[src/rtl/bbc_pkg.sv]
// Shared types and constants of the block buffer cache.
package bbc_pkg;

    // Request opcodes
    localparam logic [1:0] OP_GET     = 2'd0;
    localparam logic [1:0] OP_RELEASE = 2'd1;
    localparam logic [1:0] OP_PIN     = 2'd2;
    localparam logic [1:0] OP_UNPIN   = 2'd3;

    // Result status codes
    localparam logic [1:0] ST_OK     = 2'd0;
    localparam logic [1:0] ST_NOFREE = 2'd1;
    localparam logic [1:0] ST_UNDER  = 2'd2;
    localparam logic [1:0] ST_OVER   = 2'd3;

    // Saturation value of the reference count
    localparam logic [7:0] COUNT_MAX = ~8'd0;

    // One buffer entry as stored in the entry memory
    typedef struct packed {
        logic [7:0]  dev;
        logic [31:0] blk;
        logic        valid;
        logic [7:0]  count;
        logic [31:0] stamp;
    } t_entry;

    // One result beat
    typedef struct packed {
        logic [4:0] entry;
        logic       hit;
        logic       fill;
        logic [1:0] status;
    } t_result;

    // Controller states
    typedef enum logic [2:0] {
        S_CLEAR,
        S_IDLE,
        S_SCAN,
        S_SCAN_TAIL,
        S_GET_WB,
        S_ACC_RD,
        S_ACC_WB,
        S_DONE
    } t_state;

    // Commands from controller to datapath
    typedef struct packed {
        logic req_load;
        logic clr_wr;
        logic scan_issue;
        logic acc_issue;
        logic get_wb;
        logic acc_wb;
        logic out_load;
    } t_cmd;

    // Status from datapath to controller
    typedef struct packed {
        logic addr_last;
        logic out_busy;
    } t_stat;

endpackage

[src/rtl/bbc_if.sv]
// Request and result channel interfaces of the block buffer cache.
interface bbc_in_if;
    logic        valid;
    logic        ready;
    logic [1:0]  opcode;
    logic [7:0]  device;
    logic [31:0] block_number;
    logic [4:0]  entry_index;
    logic [31:0] current_time;

    modport source (output valid, opcode, device, block_number, entry_index, current_time,
                    input ready);
    modport sink   (input valid, opcode, device, block_number, entry_index, current_time,
                    output ready);
endinterface

interface bbc_out_if;
    logic       valid;
    logic       ready;
    logic [4:0] entry_out;
    logic       hit;
    logic       needs_fill;
    logic [1:0] status;

    modport source (output valid, entry_out, hit, needs_fill, status, input ready);
    modport sink   (input valid, entry_out, hit, needs_fill, status, output ready);
endinterface

[src/rtl/bbc_ctrl.sv]
// Sequencing controller of the block buffer cache.
module bbc_ctrl (
    input  logic           i_clk,
    input  logic           i_rst_n,
    input  logic           i_in_valid,
    input  logic [1:0]     i_in_opcode,
    output logic           o_in_ready,
    input  bbc_pkg::t_stat i_stat,
    output bbc_pkg::t_cmd  o_cmd
);

    bbc_pkg::t_state r_state;
    bbc_pkg::t_state n_state;

    // State register
    always_ff @(posedge i_clk) begin
        if (!i_rst_n) begin
            r_state <= bbc_pkg::S_CLEAR;
        end else begin
            r_state <= n_state;
        end
    end

    // Next state
    always_comb begin
        n_state = r_state;
        unique case (r_state)
            bbc_pkg::S_CLEAR: begin
                if (i_stat.addr_last) n_state = bbc_pkg::S_IDLE;
            end
            bbc_pkg::S_IDLE: begin
                if (i_in_valid) begin
                    n_state = (i_in_opcode == bbc_pkg::OP_GET) ? bbc_pkg::S_SCAN
                                                               : bbc_pkg::S_ACC_RD;
                end
            end
            bbc_pkg::S_SCAN: begin
                if (i_stat.addr_last) n_state = bbc_pkg::S_SCAN_TAIL;
            end
            bbc_pkg::S_SCAN_TAIL: n_state = bbc_pkg::S_GET_WB;
            bbc_pkg::S_GET_WB:    n_state = bbc_pkg::S_DONE;
            bbc_pkg::S_ACC_RD:    n_state = bbc_pkg::S_ACC_WB;
            bbc_pkg::S_ACC_WB:    n_state = bbc_pkg::S_DONE;
            bbc_pkg::S_DONE: begin
                if (!i_stat.out_busy) n_state = bbc_pkg::S_IDLE;
            end
            default: n_state = bbc_pkg::S_CLEAR;
        endcase
    end

    // Command outputs
    always_comb begin
        o_cmd      = '0;
        o_in_ready = 1'b0;
        unique case (r_state)
            bbc_pkg::S_CLEAR: o_cmd.clr_wr = 1'b1;
            bbc_pkg::S_IDLE: begin
                o_in_ready     = 1'b1;
                o_cmd.req_load = i_in_valid;
            end
            bbc_pkg::S_SCAN:      o_cmd.scan_issue = 1'b1;
            bbc_pkg::S_SCAN_TAIL: ;
            bbc_pkg::S_GET_WB:    o_cmd.get_wb = 1'b1;
            bbc_pkg::S_ACC_RD:    o_cmd.acc_issue = 1'b1;
            bbc_pkg::S_ACC_WB:    o_cmd.acc_wb = 1'b1;
            bbc_pkg::S_DONE:      o_cmd.out_load = !i_stat.out_busy;
            default: ;
        endcase
    end

endmodule

[src/rtl/bbc_dpath.sv]
// Entry memory, scan logic and result register of the block buffer cache.
module bbc_dpath #(
    parameter int NUM_ENTRIES = 32
) (
    input  logic           i_clk,
    input  logic           i_rst_n,
    input  bbc_pkg::t_cmd  i_cmd,
    output bbc_pkg::t_stat o_stat,
    input  logic [1:0]     i_opcode,
    input  logic [7:0]     i_device,
    input  logic [31:0]    i_block_number,
    input  logic [4:0]     i_entry_index,
    input  logic [31:0]    i_current_time,
    input  logic           i_out_ready,
    output logic           o_out_valid,
    output logic [4:0]     o_entry_out,
    output logic           o_hit,
    output logic           o_needs_fill,
    output logic [1:0]     o_status
);

    localparam int IDX_W = $clog2(NUM_ENTRIES);
    localparam logic [IDX_W-1:0] LAST_IDX = IDX_W'(NUM_ENTRIES - 1);

    bbc_pkg::t_entry r_mem [NUM_ENTRIES];
    bbc_pkg::t_entry r_rd_data;

    logic [IDX_W-1:0] r_addr;
    logic             r_rd_vld;
    logic [IDX_W-1:0] r_rd_idx;

    logic [1:0]  r_op;
    logic [7:0]  r_dev;
    logic [31:0] r_blk;
    logic [4:0]  r_idx;
    logic [31:0] r_time;

    logic             r_hit_found;
    logic [IDX_W-1:0] r_hit_idx;
    bbc_pkg::t_entry  r_hit_ent;
    logic             r_free_found;
    logic [IDX_W-1:0] r_free_idx;
    logic [31:0]      r_free_stamp;

    bbc_pkg::t_result r_res;
    bbc_pkg::t_result r_out;
    logic             r_out_valid;

    bbc_pkg::t_result n_res;
    logic             n_wr_en;
    logic [IDX_W-1:0] n_wr_addr;
    bbc_pkg::t_entry  n_wr_data;
    logic [IDX_W-1:0] rd_addr;
    logic [IDX_W-1:0] idx_addr;
    logic             idx_in_range;
    logic             scan_match;
    logic             scan_free;

    assign idx_addr     = IDX_W'(r_idx);
    assign idx_in_range = (32'(r_idx) < 32'(NUM_ENTRIES));
    assign rd_addr      = i_cmd.acc_issue ? idx_addr : r_addr;

    assign o_stat.addr_last = (r_addr == LAST_IDX);
    assign o_stat.out_busy  = r_out_valid && !i_out_ready;

    // Entry memory: one write port, one registered read port
    always_ff @(posedge i_clk) begin
        if (n_wr_en) r_mem[n_wr_addr] <= n_wr_data;
        r_rd_data <= r_mem[rd_addr];
    end

    // Advance the sweep address for the clearing pass and the scan
    always_ff @(posedge i_clk) begin
        if (!i_rst_n) begin
            r_addr   <= '0;
            r_rd_vld <= 1'b0;
        end else begin
            if (i_cmd.req_load) begin
                r_addr <= '0;
            end else if (i_cmd.clr_wr || i_cmd.scan_issue) begin
                r_addr <= r_addr + IDX_W'(1);
            end
            r_rd_vld <= i_cmd.scan_issue;
        end
    end

    always_ff @(posedge i_clk) begin
        if (i_cmd.scan_issue) r_rd_idx <= r_addr;
    end

    // Capture the request beat
    always_ff @(posedge i_clk) begin
        if (i_cmd.req_load) begin
            r_op   <= i_opcode;
            r_dev  <= i_device;
            r_blk  <= i_block_number;
            r_idx  <= i_entry_index;
            r_time <= i_current_time;
        end
    end

    // Compare each scanned entry against the tag and the oldest free entry so far
    assign scan_match = (r_rd_data.dev == r_dev) && (r_rd_data.blk == r_blk);
    assign scan_free  = (r_rd_data.count == 8'd0)
                        && (!r_free_found || (r_rd_data.stamp < r_free_stamp));

    always_ff @(posedge i_clk) begin
        if (!i_rst_n) begin
            r_hit_found  <= 1'b0;
            r_free_found <= 1'b0;
        end else if (i_cmd.req_load) begin
            r_hit_found  <= 1'b0;
            r_free_found <= 1'b0;
        end else if (r_rd_vld) begin
            if (scan_match && !r_hit_found) r_hit_found <= 1'b1;
            if (scan_free) r_free_found <= 1'b1;
        end
    end

    always_ff @(posedge i_clk) begin
        if (r_rd_vld && scan_match && !r_hit_found) begin
            r_hit_idx <= r_rd_idx;
            r_hit_ent <= r_rd_data;
        end
        if (r_rd_vld && scan_free) begin
            r_free_idx   <= r_rd_idx;
            r_free_stamp <= r_rd_data.stamp;
        end
    end

    // Write-back and result of the finished request
    always_comb begin
        n_wr_en   = 1'b0;
        n_wr_addr = r_addr;
        n_wr_data = '0;
        n_res     = r_res;
        if (i_cmd.clr_wr) begin
            n_wr_en = 1'b1;
        end else if (i_cmd.get_wb) begin
            if (r_hit_found) begin
                n_res.entry = 5'(r_hit_idx);
                n_res.hit   = 1'b1;
                if (r_hit_ent.count == bbc_pkg::COUNT_MAX) begin
                    n_res.fill   = 1'b0;
                    n_res.status = bbc_pkg::ST_OVER;
                end else begin
                    n_res.fill            = !r_hit_ent.valid;
                    n_res.status          = bbc_pkg::ST_OK;
                    n_wr_en               = 1'b1;
                    n_wr_addr             = r_hit_idx;
                    n_wr_data             = r_hit_ent;
                    n_wr_data.valid       = 1'b1;
                    n_wr_data.count       = r_hit_ent.count + 8'd1;
                end
            end else if (r_free_found) begin
                n_res.entry     = 5'(r_free_idx);
                n_res.hit       = 1'b0;
                n_res.fill      = 1'b1;
                n_res.status    = bbc_pkg::ST_OK;
                n_wr_en         = 1'b1;
                n_wr_addr       = r_free_idx;
                n_wr_data.dev   = r_dev;
                n_wr_data.blk   = r_blk;
                n_wr_data.valid = 1'b1;
                n_wr_data.count = 8'd1;
                n_wr_data.stamp = r_free_stamp;
            end else begin
                n_res.entry  = 5'd0;
                n_res.hit    = 1'b0;
                n_res.fill   = 1'b0;
                n_res.status = bbc_pkg::ST_NOFREE;
            end
        end else if (i_cmd.acc_wb) begin
            n_res.entry  = r_idx;
            n_res.hit    = 1'b0;
            n_res.fill   = 1'b0;
            n_res.status = bbc_pkg::ST_OK;
            n_wr_addr    = idx_addr;
            n_wr_data    = r_rd_data;
            if (idx_in_range) begin
                if (r_op == bbc_pkg::OP_PIN) begin
                    if (r_rd_data.count == bbc_pkg::COUNT_MAX) begin
                        n_res.status = bbc_pkg::ST_OVER;
                    end else begin
                        n_wr_en         = 1'b1;
                        n_wr_data.count = r_rd_data.count + 8'd1;
                    end
                end else if (r_rd_data.count == 8'd0) begin
                    n_res.status = bbc_pkg::ST_UNDER;
                end else begin
                    n_wr_en         = 1'b1;
                    n_wr_data.count = r_rd_data.count - 8'd1;
                    // Stamp the time on the final release
                    if (r_op == bbc_pkg::OP_RELEASE && r_rd_data.count == 8'd1) begin
                        n_wr_data.stamp = r_time;
                    end
                end
            end
        end
    end

    always_ff @(posedge i_clk) begin
        if (i_cmd.get_wb || i_cmd.acc_wb) r_res <= n_res;
        if (i_cmd.out_load) r_out <= r_res;
    end

    // Hold the result beat until it is taken
    always_ff @(posedge i_clk) begin
        if (!i_rst_n) begin
            r_out_valid <= 1'b0;
        end else if (i_cmd.out_load) begin
            r_out_valid <= 1'b1;
        end else if (i_out_ready) begin
            r_out_valid <= 1'b0;
        end
    end

    assign o_out_valid  = r_out_valid;
    assign o_entry_out  = r_out.entry;
    assign o_hit        = r_out.hit;
    assign o_needs_fill = r_out.fill;
    assign o_status     = r_out.status;

endmodule

[src/rtl/block_buffer_cache_lru.sv]
// Top level of the block buffer cache with LRU replacement and reference counts.
// A table of NUM_ENTRIES buffer entries, each with a device/block tag, a valid flag,
// an 8-bit reference count and a release stamp, held in one single-port-read entry
// memory. A get reads every entry once, one per cycle, to find the lowest matching
// tag and the oldest unreferenced entry; release, pin and unpin read and rewrite
// one entry. One request is worked on at a time; a finished result waits in the
// output register while the next request is accepted. After reset the block runs a
// clearing pass over every entry with the request channel not ready.
module block_buffer_cache_lru #(
    parameter int NUM_ENTRIES = 32
) (
    input  logic       i_clk,
    input  logic       i_rst_n,
    bbc_in_if.sink     i_in,
    bbc_out_if.source  o_out
);

    bbc_pkg::t_cmd  cmd;
    bbc_pkg::t_stat stat;

    bbc_ctrl u_ctrl (
        .i_clk       (i_clk),
        .i_rst_n     (i_rst_n),
        .i_in_valid  (i_in.valid),
        .i_in_opcode (i_in.opcode),
        .o_in_ready  (i_in.ready),
        .i_stat      (stat),
        .o_cmd       (cmd)
    );

    bbc_dpath #(
        .NUM_ENTRIES (NUM_ENTRIES)
    ) u_dpath (
        .i_clk          (i_clk),
        .i_rst_n        (i_rst_n),
        .i_cmd          (cmd),
        .o_stat         (stat),
        .i_opcode       (i_in.opcode),
        .i_device       (i_in.device),
        .i_block_number (i_in.block_number),
        .i_entry_index  (i_in.entry_index),
        .i_current_time (i_in.current_time),
        .i_out_ready    (o_out.ready),
        .o_out_valid    (o_out.valid),
        .o_entry_out    (o_out.entry_out),
        .o_hit          (o_out.hit),
        .o_needs_fill   (o_out.needs_fill),
        .o_status       (o_out.status)
    );

endmodule

[src/flat_wrapper.sv]
// flat-port wrapper written by rule: the top's interface ports become plain ports
module block_buffer_cache_lru_flat 
#(
    parameter int NUM_ENTRIES = 32
)
  (i_clk, i_rst_n, i_in_valid, i_in_opcode, i_in_device, i_in_block_number, i_in_entry_index, i_in_current_time, i_in_ready, o_out_valid, o_out_entry_out, o_out_hit, o_out_needs_fill, o_out_status, o_out_ready);
  bbc_in_if i_in_i ();
  bbc_out_if o_out_i ();
  input  logic i_clk;
  input  logic i_rst_n;
  input wire logic [$bits(i_in_i.valid)-1:0] i_in_valid;
  input wire logic [$bits(i_in_i.opcode)-1:0] i_in_opcode;
  input wire logic [$bits(i_in_i.device)-1:0] i_in_device;
  input wire logic [$bits(i_in_i.block_number)-1:0] i_in_block_number;
  input wire logic [$bits(i_in_i.entry_index)-1:0] i_in_entry_index;
  input wire logic [$bits(i_in_i.current_time)-1:0] i_in_current_time;
  output wire logic [$bits(i_in_i.ready)-1:0] i_in_ready;
  output wire logic [$bits(o_out_i.valid)-1:0] o_out_valid;
  output wire logic [$bits(o_out_i.entry_out)-1:0] o_out_entry_out;
  output wire logic [$bits(o_out_i.hit)-1:0] o_out_hit;
  output wire logic [$bits(o_out_i.needs_fill)-1:0] o_out_needs_fill;
  output wire logic [$bits(o_out_i.status)-1:0] o_out_status;
  input wire logic [$bits(o_out_i.ready)-1:0] o_out_ready;
  assign i_in_i.valid = i_in_valid;
  assign i_in_i.opcode = i_in_opcode;
  assign i_in_i.device = i_in_device;
  assign i_in_i.block_number = i_in_block_number;
  assign i_in_i.entry_index = i_in_entry_index;
  assign i_in_i.current_time = i_in_current_time;
  assign i_in_ready = i_in_i.ready;
  assign o_out_valid = o_out_i.valid;
  assign o_out_entry_out = o_out_i.entry_out;
  assign o_out_hit = o_out_i.hit;
  assign o_out_needs_fill = o_out_i.needs_fill;
  assign o_out_status = o_out_i.status;
  assign o_out_i.ready = o_out_ready;
  block_buffer_cache_lru #(.NUM_ENTRIES(NUM_ENTRIES)) u_core (.i_clk(i_clk), .i_rst_n(i_rst_n), .i_in(i_in_i), .o_out(o_out_i));
endmodule
[config.mk]
export PLATFORM = sky130hd
export DESIGN_NAME = block_buffer_cache_lru_flat
export DESIGN_NICKNAME = d
export VERILOG_FILES = /design/src/rtl/bbc_pkg.sv /design/src/rtl/bbc_if.sv /design/src/rtl/bbc_ctrl.sv /design/src/rtl/bbc_dpath.sv /design/src/rtl/block_buffer_cache_lru.sv /design/src/flat_wrapper.sv
export SDC_FILE = /design/constraint.sdc
export NUM_CORES = 2
export LEC_CHECK = 0
export ABC_AREA = 1
export ABC_CLOCK_PERIOD_IN_PS = 7800
export BUFFER_PORTS_ARGS = -buffer_cell sky130_fd_sc_hd__buf_2
export CORE_UTILIZATION = 30
export CTS_BUF_LIST = sky130_fd_sc_hd__clkbuf_16
export DETAILED_ROUTE_END_ITERATION = 16
export PLACE_DENSITY = 0.42
export SETUP_SLACK_MARGIN = 0.02
export SLEW_MARGIN = 20
export SYNTH_ARGS = -nofsm -noshare
export SYNTH_HDL_FRONTEND = slang
export SYNTH_HIERARCHICAL = 1
export SYNTH_SLANG_ARGS = --single-unit
[constraint.sdc]
create_clock -name i_clk -period 7.8 [get_ports i_clk]
set_input_delay 0.78 -clock i_clk [delete_from_list [all_inputs] [get_ports i_clk]]
set_output_delay 0.78 -clock i_clk [all_outputs]
set_load 0.01 [all_outputs]
# ---- Word level (Yosys, flattened, before mapping)
# Memory sizes are Yosys's and may differ from the RTL's. A register that Yosys moved wholly into a read port is not among the register bits.
# Cells that the tools add are included.
dict set report totals {
  regBits 237
  n_memories 1
  out_inout_bits 11
  mem_bits_rw 2592
  word_cells 135
  mem_bits_ro 0
  latch_bits 0
}
# name words width rd rd_ports_with_merged_regs wr line
set mem_list {}
lappend mem_list {u_core.u_dpath.r_mem 32 81 1 1 1 bbc_dpath.sv:25} ;# bbc_pkg::t_entry r_mem [NUM_ENTRIES];
dict set report op_classes {
  n_mux 53
  mul 0
  order_cmp 1
  shift 0
  add_sub_neg 4
  div_mod_pow 0
  n_reduce_logical 27
  bitwise_logic 2
  eq_ne 19
}
# op n
set ops {}
lappend ops {{81-bit two-way mux} 6}
lappend ops {{32-bit two-way mux} 2}
lappend ops {{40-bit two-way mux} 1}
lappend ops {{9-bit two-way mux} 4}
lappend ops {{5-bit two-way mux} 7}
lappend ops {{32-bit equality test} 1}
lappend ops {{32-bit less-than comparator} 1}
lappend ops {{1-bit two-way mux} 21}
lappend ops {{3-bit case mux with 7 select lines} 1}
lappend ops {{3-bit two-way mux} 6}
lappend ops {{8-bit by 1-bit adder with 8-bit output (second input constant)} 2}
lappend ops {{8-bit equality test (second input constant)} 2}
lappend ops {{8-bit two-way mux} 2}
lappend ops {{3-bit equality test (second input constant)} 4}
lappend ops {{8-bit by 1-bit equality test with 1-bit output (second input constant)} 1}
lappend ops {{8-bit equality test} 1}
lappend ops {{1-bit logical AND} 8}
lappend ops {{8-bit logical NOT} 1}
lappend ops {{8-bit by 1-bit subtractor with 8-bit output (second input constant)} 1}
lappend ops {{3-bit by 2-bit equality test with 1-bit output (second input constant)} 2}
lappend ops {{2-bit two-way mux} 3}
lappend ops {{5-bit by 1-bit adder with 5-bit output (second input constant)} 1}
lappend ops {{5-bit equality test (second input constant)} 1}
lappend ops {{1-bit logical NOT} 5}
lappend ops {{other kinds (14)} 22}

# ---- Longest topological paths before layout
dict set report depth {
  ltp_word 8
  depth_mapped 18
}

# ---- Cells and area by module
# The synthesis kept the hierarchy.
# module area_per_inst_um2 cells_each n_inst
set by_module_without_submodules {}
lappend by_module_without_submodules {bbc_dpath 116538.0 9530 1}
lappend by_module_without_submodules {bbc_ctrl 259.0 46 1}

# ---- Least setup slack after synthesis
# Ideal clock, no wire load.
dict set report synth_path {
  kind {input-to-reg}
  startpoint {in i_in_valid}
  endpoint {reg u_core.u_dpath.r_addr[0]}
  path_slack_ns 0.505
  stages 5
  t_arrival_ns 7.165
  t_required_ns 7.670
  path_cell_list {inv_1 nor3_1 nor2_1 o21ai_0 a21oi_1}
}
# element line
set synth_lines {}
lappend synth_lines {{start, declared} flat_wrapper.sv:11} ;# input wire logic [$bits(i_in_i.valid)-1:0] i_in_valid;
lappend synth_lines {{end signal, assigned} bbc_dpath.sv:81} ;# r_addr <= r_addr + IDX_W'(1);
lappend synth_lines {{end, declared} bbc_dpath.sv:28} ;# logic [IDX_W-1:0] r_addr;

==> metrics.cfg <==
[sta]
fin_crit_sh=0.676
max_freq_mhz=190
max-slew-margin-rel=0.197
rsz0062_at_grt=false
layout_setup_ws_ns=2.53
skew_ns=0.0360
hold_viol_final=0
slew_viol_final=0
period_minus_slack_ns=5.27
setup_violations=0
tns_ns=0
worst_pin_slew_ns=1.21

[drt]
antenna_left=0
drt-initial-drc-count=7342
drc=0
wl_per_cell_microns=26.2
dr.pass1.iters=6
wl_mm=395
via_per_inst=5.07
num_vias=76488

[power_and_ir_drop]
p_leak_nw=46.2
power_mw=34.5
irDropWorstVdd_uv=156
powerDensity_nw_per_um2=256

[setup_path]
reg2reg_from=u_core/u_ctrl/r_state[2]
crit_chain=inv_1 > nor3_2 > buf_4 > inv_6 > nand2_1 > inv_2 > nor2_1 > a21oi_1 > inv_1 > nand3_2 > nor2_4 > buf_4
cp_data_required_time_ns=8.33
reg2reg_to=u_core/u_dpath/r_mem[26][41]
critPathCaptureType=flip-flop
crit_path_top_delay_cell=nor2_4
cp-startpoint=u_core/u_ctrl/r_state[2]
crit_arrival_ns=5.81
reg2regPathDepth=12
cpPeakStageDelay_ns=0.96
reg2reg_slack_ns=2.53
endpoint=u_core/u_dpath/r_mem[26][41]
crit_type=flip-flop to flip-flop
cp-start-kind=flip-flop
crit_cells=12
cp_max_fo=70
worst-path-buf-inv=6
critical-path-top-delay-family=buffers and inverters

[cts]
post_cts_buffers=0
cts_tree=done
clock_path_buffers=4
htreeDepth=5
cts_made_buffers=322
insertion_delay_ns=0.93
clk_pin_slew_ns=0.06
clk_root_buffer_cell=clkbuf_16
clkSinkCount=2910

[synth]
synth-xor-area-share=0.00172
synthDistinctLibCells=40
ys_ff_latch=2910
ys_warn_count=6
synth-edff-count=2817
synth_compound_area_frac=0.0307
synth_top_area_frac=0.724
synthMuxAreaShare=0
synth_most_common_cell=edfxtp_1
synthArstFlopShare=0
ys_top_cells_by_count=2817 x edfxtp_1, 2609 x nand2_1, 2221 x nand3_1
synthAdderAreaFrac=0.00396
synthCells=9576
yosysTopAreaCell=edfxtp_1
synth.area.top_cells=edfxtp_1 72%, nand3_1 9.5%, nand2_1 8.4%, dfxtp_1 1.6%, buf_2 1.6%
synth_flop_cell=edfxtp_1
synth_nets=9696
seq_area_frac_synth=0.740
synth-simple-area-share=0.191
synth_top_family_by_area=simple AND/OR/NAND/NOR gates
synth_area_sq_um=117000
synth.avg_cell_area_sq_um=12.2

[floorplan]
dieHeight_microns=626
die_area_sq_um=392000
die_w_microns=626
ios=94
initial_utilization=0.302
core.rowCount=228
core-area_sq_um=387000

[final_layout]
area_delta_synth_final_pct=15.3
layout-drive-gt1-share=0.0856
fin_nets=9757

[status]
status=completed

[flow_run]
drv_cap=0

[worst_hold_path]
worstHoldPathType=input port to flip-flop

[placed_design]
place_ws_ns=2.54
portBuffers=93
dpl.hpwl_mm=199
routabilityCongestion=0.812

[grt]
grt_overflow=0
grt_pass1_wl_mm=561
grt_max_degree=188
grt_pass1_vias=73756
track_usage=0.197
antenna_found_initial=12

[worst min-delay path by stage]
stage,slack (ns),to,from,cells after the start
5_1_grt,0.04,u_core/u_dpath/r_blk[27],i_in_block_number[27],1
3_3_place_gp,0.42,u_core/u_dpath/r_hit_ent[44],u_core/u_dpath/r_rd_data[44],0
4_1_cts,0.006,u_core/u_dpath/r_blk[27],i_in_block_number[27],1
3_5_place_dp,0.42,u_core/u_dpath/r_hit_ent[44],u_core/u_dpath/r_rd_data[44],0
6_report,0.09,u_core/u_dpath/r_blk[27],i_in_block_number[27],1
2_1_floorplan,0.40,u_core/u_dpath/o_entry_out[0],u_core/u_dpath/r_res[4],0
[registers in the layout, summed over array words and instances (netlist names), 2 cells and up]
name,flops
u_core/u_dpath/r_mem,2592
u_core/u_dpath/r_hit_ent,81
u_core/u_dpath/r_rd_data,81
u_core/u_dpath/r_blk,32
u_core/u_dpath/r_free_stamp,32
u_core/u_dpath/r_time,32
u_core/u_dpath/r_res,9
u_core/u_dpath/r_dev,8
u_core/u_dpath/idx_addr,5
u_core/u_dpath/o_entry_out,5
u_core/u_dpath/r_addr,5
u_core/u_dpath/r_free_idx,5
u_core/u_dpath/r_hit_idx,5
u_core/u_dpath/r_rd_idx,5
u_core/u_ctrl/r_state,3
u_core/u_dpath/o_status,2
u_core/u_dpath/r_op,2
[layout make-up]
cell class | instances | area, sq um
fill | 37599 | 252000
sequential | 2910 | 86500
multi-input combinational | 5827 | 27400
clock buffer | 334 | 8360
tap | 5175 | 6470
timing repair buffer | 352 | 3230
clock inverter | 254 | 1740
inverter | 224 | 896
antenna | 7 | 17.5
[report_power, final]
group          internal, mW  switching, mW
combinational         0.644           1.70
sequential             17.2          0.226
clock                  8.46           6.30
total                  26.3           8.23
[cells by family after synthesis]
| logic type | Yosys count |
|---|---|
| buffers and inverters | 839 |
| and+or+nand+nor | 5166 |
| DFF | 2910 |
| adders and majority gates | 37 |
| xor gates and xnor gates | 23 |
| AOI/OAI and AO/OA | 601 |
[cells in the final DEF, fill, tap and decap left out, types with 44 or more instances in the layout]
cell type | netlist | final
edfxtp_1 | 2817 | 2817
nand2_1 | 2609 | 2608
nand3_1 | 2221 | 2221
clkbuf_16 | 0 | 334
inv_1 | 212 | 311
o21ai_0 | 264 | 263
nor2_1 | 281 | 224
o211ai_1 | 167 | 167
buf_4 | 15 | 141
buf_2 | 371 | 93
dfxtp_1 | 93 | 92
clkinv_1 | 0 | 74
dlygate4sd3_1 | 0 | 66
nor2_4 | 0 | 48
buf_12 | 0 | 45
a21oi_1 | 70 | 44
[through the flow]
stage / instance area [sq um] / std cells / util / hold WS, ns
finish: 135000 / 15083 / 0.348 / 0.0879
global route: 135000 / 15081 / 0.348 / 0.0401
CTS: 134000 / 15071 / 0.348 / 0.00621
detailed placement: 124000 / 14417 / 0.320 / 0.418
global placement: 124000 / 14412 / 0.320 / 0.415
floorplan: 117000 / 9576 / - / 0.400
[timing repair]
item,4_1_cts,5_1_grt
hold endpoints to repair,66,0
gates resized for setup,0,0
hold buffers,66,0
[per-layer routing]
layer / up-vias / wire, microns / track usage
met1: 39131 / 180000 / 0.281
li1: 34499 / - / -
met5: - / 0 / 0
met3: 487 / 20600 / 0.0231
met4: 0 / 10100 / 0.0495
met2: 2371 / 184000 / 0.317
Note: power is estimated with default switching activity, not from simulation.
